--- src/design/oaht_pkg.sv ---
package oaht_pkg;

  localparam logic [1:0] CMD_GET = 2'd0;
  localparam logic [1:0] CMD_SET = 2'd1;
  localparam logic [1:0] CMD_DEL = 2'd2;

  localparam logic [1:0] STS_OK       = 2'd0;
  localparam logic [1:0] STS_NOTFOUND = 2'd1;
  localparam logic [1:0] STS_FROZEN   = 2'd2;
  localparam logic [1:0] STS_FULL     = 2'd3;

  localparam logic [1:0] SLOT_EMPTY = 2'd0;
  localparam logic [1:0] SLOT_LIVE  = 2'd1;
  localparam logic [1:0] SLOT_TOMB  = 2'd2;

  localparam int HASH_W  = 32;
  localparam int KEY_W   = 32;
  localparam int VALUE_W = 64;
  localparam int SIDX_W  = 8;

  localparam logic [1:0] MOD_MUL = 2'd0;
  localparam logic [1:0] MOD_QUO = 2'd1;
  localparam logic [1:0] MOD_REM = 2'd2;

  typedef struct packed {
    logic [1:0]         status;
    logic [KEY_W-1:0]   key;
    logic [VALUE_W-1:0] value;
  } slot_t;

  typedef struct packed {
    logic clr_step;
    logic load_item;
    logic mod_step;
    logic prime;
    logic probe_step;
    logic finish;
  } oaht_cmd_t;

  typedef struct packed {
    logic clr_last;
    logic need_probe;
    logic mod_bypass;
    logic mod_last;
    logic probe_stop;
    logic out_free;
  } oaht_stat_t;

endpackage

--- src/design/oaht_ctrl.sv ---
module oaht_ctrl
  import oaht_pkg::*;
(
  input  logic       clk,
  input  logic       rst_n,
  input  logic       in_valid,
  output logic       in_ready,
  input  oaht_stat_t stat,
  output oaht_cmd_t  cmd
);

  localparam logic [2:0] S_CLEAR  = 3'd0;
  localparam logic [2:0] S_IDLE   = 3'd1;
  localparam logic [2:0] S_MOD    = 3'd2;
  localparam logic [2:0] S_PRIME  = 3'd3;
  localparam logic [2:0] S_PROBE  = 3'd4;
  localparam logic [2:0] S_FINISH = 3'd5;

  logic [2:0] state_r;
  logic [2:0] state_nxt;

  assign in_ready = (state_r == S_IDLE);

  always_comb begin
    state_nxt = state_r;
    cmd       = '0;
    case (state_r)
      S_CLEAR: begin
        cmd.clr_step = 1'b1;
        if (stat.clr_last) begin
          state_nxt = S_IDLE;
        end
      end
      S_IDLE: begin
        if (in_valid) begin
          cmd.load_item = 1'b1;
          if (!stat.need_probe) begin
            state_nxt = S_FINISH;
          end else if (stat.mod_bypass) begin
            state_nxt = S_PRIME;
          end else begin
            state_nxt = S_MOD;
          end
        end
      end
      S_MOD: begin
        cmd.mod_step = 1'b1;
        if (stat.mod_last) begin
          state_nxt = S_PRIME;
        end
      end
      S_PRIME: begin
        cmd.prime = 1'b1;
        state_nxt = S_PROBE;
      end
      S_PROBE: begin
        cmd.probe_step = 1'b1;
        if (stat.probe_stop) begin
          state_nxt = S_FINISH;
        end
      end
      S_FINISH: begin
        if (stat.out_free) begin
          cmd.finish = 1'b1;
          state_nxt  = S_IDLE;
        end
      end
      default: begin
        state_nxt = S_IDLE;
      end
    endcase
  end

  always_ff @(posedge clk) begin
    if (!rst_n) begin
      state_r <= S_CLEAR;
    end else begin
      state_r <= state_nxt;
    end
  end

endmodule

--- config.mk ---
export PLATFORM = sky130hd
export DESIGN_NAME = oaht_ctrl
export DESIGN_NICKNAME = d
export VERILOG_FILES = /design/src/design/oaht_pkg.sv /design/src/design/oaht_ctrl.sv
export SDC_FILE = /design/constraint.sdc
export NUM_CORES = 1
export LEC_CHECK = 0
export ABC_CLOCK_PERIOD_IN_PS = 2200
export CAP_MARGIN = 20
export CORE_AREA = 2 2 39 41
export DETAILED_ROUTE_END_ITERATION = 10
export DIE_AREA = 0 0 41 43
export DONT_BUFFER_PORTS = 1
export PLACE_DENSITY = 0.41
export RECOVER_POWER = 50
export SLEW_MARGIN = 20
export SYNTH_ARGS = -nofsm -noshare
export SYNTH_HDL_FRONTEND = slang
export SYNTH_SLANG_ARGS = --single-unit
--- constraint.sdc ---
create_clock -name clk -period 2.2 [get_ports clk]
set_clock_uncertainty 0.1 [all_clocks]
set_input_delay 0.11 -clock clk [delete_from_list [all_inputs] [get_ports clk]]
set_output_delay 0.11 -clock clk [all_outputs]
set_load 0.01 [all_outputs]
==> run summary <==
In this run the vertical extent of the chip is 43 µm. Of the cells placed in the final design, the portion with a size suffix greater than 1 is 0.0750. The worst endpoint data arrival time came out at 1390 ps.

The clock transition at the registers of the reported paths came out at 40 ps. The max capacitance violation total came out at 0. The clock insertion delay at the later pin of the skew report is 230 ps. Ranked by flip-flop count, first place goes to state_r. The initial antenna violation count came out at 0.

16 I/O pins were placed. At the end of routability-driven placement, the weighted congestion stood at 0.651. The worst slew margin relative to its limit is 0.722. The power per standard cell area came out at 1310 nW/µm². The number of hold violations in the final report came out at 0. Together, buffers and inverters on the worst path number 0.

The total clock sinks came out at 3. The tightest min-delay check is of the in2reg type. Grouping stages by cell kind, the critical path spends the most delay in simple AND/OR/NAND/NOR gates.

TritonCTS built the clock tree. The post-route fraction of the period consumed by the critical path came out at 0.729. The worst hold path was traced through 3 stages. The startpoint of the worst register-to-register path is state_r[1]$_SDFFE_PN0P_. The area after detailed placement is 282 µm². The critical path in this run is classified as reg2out.

Static timing analysis puts the maximum clock frequency at 624 MHz. The area of the die is 1760 µm². The pre-CTS setup slack is 788 ps. The initial DRC count came out at 2.

The core area is 1380 µm². Setup repair after global routing left no endpoint under its margin. Entering global routing, the biggest net connects 12 pins. The total number of vias came out at 253. In this run the clock root is driven by a sky130_fd_sc_hd__clkbuf_4. The number of DRC violations after detailed routing came out at 0. The maximum fanout encountered on the critical timing path came out at 11. The total number of placement rows came out at 14. Final hold analysis gives a worst-case slack of 77.3 ps.

The number of global-route vias before repair was 249. The total clock buffers created by CTS is 3. The number of nets produced by synthesis came out at 46.

The cell count of the worst reg-to-reg path came out at 4. The startpoint class of the critical path is a register. The detailed-route vias per instance came out at 4.52. The total global routing overflow came out at 0. The largest voltage drop on the vdd net is 0.192 mV.

The critical path required time came out at 1990 ps. The endpoint kind of the worst setup timing path is an output pin. Counting every instance in the synthesized netlist gives 37. The total power consumption of the routed design came out at 0.391 mW.

The count of nets left with antenna violations once routing finished came out at 0. The non-filler instance count after layout is 56. The clock passes through at most 2 buffers.

The count of cell types in the netlist is 16. The total setup violations reported at the end of the flow is 0. With fillers left out, the area of the finished cells amounts to 298 µm². In this run the most critical hold path is launched from stat[4]. The post-layout net count came out at 50.

The worst register-to-register path ends at state_r[0]$_SDFFE_PN0P_. The repair_antennas step left the layout with diodes totalling 0. The maximum level of the CTS H-tree is 1. Once placement completed, the tool counted placed cells totaling 51. In the global route stage, overall resource usage came out at 0.0863. For this run, the share of the core covered by cells in the final layout is 0.215. The path with the worst hold slack has its endpoint at state_r[0]$_SDFFE_PN0P_.

In the final layout, the registers with the most flip-flops are state_r x3. The Yosys warning count is 0. The routed wire length per instance is 11.1 µm.

The total of buffers placed on input and output ports is 0. The largest stage delay on the critical path came out at 530 ps. The mapped cell area is 278 µm². The final routed wirelength across all metal layers came out at 624 µm. The slew at the pin with the worst max-slew slack came out at 418 ps.

The number of iterations in the first detailed-routing pass is 3. The mean instance size in the synthesized netlist came out at 7.51 µm². The post-layout worst setup margin came out at 596 ps. The time the worst path needs with I/O delays and setup is 1600 ps. The flip-flop count of the largest register, all copies and words added came out at 3. The cell type of the slowest stage on the worst timing path is sky130_fd_sc_hd__dfxtp_1.

The leakage power is 0.115 nW. The area overhead of the layout relative to synthesis is 7.21%. The initial core utilization is 0.201. The register bit count reported by yosys came out at 3. The placed wire-length estimate after detailed placement came out at 474 µm. The first-pass GRT wire length is 1010 µm. Walking the worst path, the cells encountered are nand2b_1 -> nor2_1 -> and2_1. Of the synthesized area, sequential elements account for 0.216. The flow ran to the end, and the final reports show no timing, DRC or antenna violations.

The setup slack on the worst flop-to-flop path is 660 ps. The max-slew violation total from the final report is 0. The total negative setup slack is 0 ps.

The chip width came out at 41 µm.
==> worst max-delay path by stage <==
stage / start / endpoint / depth (start not counted)
floorplan: state_r[1]$_SDFFE_PN0P_ / state_r[0]$_SDFFE_PN0P_ / 5
global placement: state_r[0]$_SDFFE_PN0P_ / cmd[4] / 3
detailed placement: state_r[0]$_SDFFE_PN0P_ / cmd[4] / 3
CTS: state_r[0]$_SDFFE_PN0P_ / cmd[4] / 3
global route: state_r[0]$_SDFFE_PN0P_ / cmd[4] / 3
finish: state_r[0]$_SDFFE_PN0P_ / cmd[4] / 3
==> cell families after synthesis <==
kind of cell	count (synthesis)	synth area share
and+or+nand+nor	19	0.356
buffers and inverters	4	0.0856
DFF	3	0.216
AOI/OAI and AO/OA	7	0.198
muxes	4	0.144
==> per-layer routing <==
| layer | up-vias | GRT usage | routed length [µm] |
|---|---|---|---|
| li1 | 134 | - | - |
| met1 | 110 | 0.128 | 294 |
| met2 | 9 | 0.0969 | 281 |
| met3 | 0 | 0.0157 | 48 |
| met4 | 0 | 0.0800 | 0 |
| met5 | - | 0 | 0 |
==> what timing repair did <==
action / 4_1_cts / 5_1_grt
buffers inserted: 0 / 0
hold endpoints to repair: 3 / 0
resized for setup: 0 / 0
hold buffers: 1 / 0
==> worst reg2reg max path: cells and delay by family (launching register included) <==
family | cells | cell delay, ps
simple gates | 1 | 230
compound gates | 2 | 530
flops | 1 | 380
mux | 1 | 230
==> synth_stat cells (all sizes together) <==
cell type,number,share of area
nor2,6,0.081
nand3b,2,0.054
mux2i,4,0.14
a21oi,2,0.036
a2bb2oi,1,0.054
nand2b,3,0.095
dfxtp,3,0.22
o221ai,1,0.054
o21ai,3,0.054
nor3,2,0.036
and2,1,0.023
buf,2,0.059
nand2,5,0.068
inv,2,0.027
==> report_power, final <==
group	total, mW	switching, mW	internal (mW)
registers	0.122	0.0476	0.0746
logic	0.172	0.0990	0.0734
clock network	0.0963	0.0283	0.0680
==> cells in the final DEF, fill, tap and decap left out, types with 2 or more instances in the layout <==
master	Yosys	final
sky130_fd_sc_hd__a21oi_1	2	2
sky130_fd_sc_hd__clkbuf_4	0	3
sky130_fd_sc_hd__dfxtp_1	3	3
sky130_fd_sc_hd__inv_1	2	2
sky130_fd_sc_hd__mux2i_1	4	4
sky130_fd_sc_hd__nand2_1	5	5
sky130_fd_sc_hd__nand2b_1	2	3
sky130_fd_sc_hd__nand3b_1	2	2
sky130_fd_sc_hd__nor2_1	6	6
sky130_fd_sc_hd__nor3_1	2	2
sky130_fd_sc_hd__o21ai_0	3	3
==> area by class of cell <==
class | instances | area [µm²]
Tap cell | 16 | 20.0
Fill cell | 163 | 1090
Clock buffer | 4 | 26.3
Timing Repair Buffer | 1 | 10.0
Inverter | 2 | 7.51
Multi-Input combinational cell | 30 | 174
Sequential cell | 3 | 60.1
(Power assumes the default switching activity.)
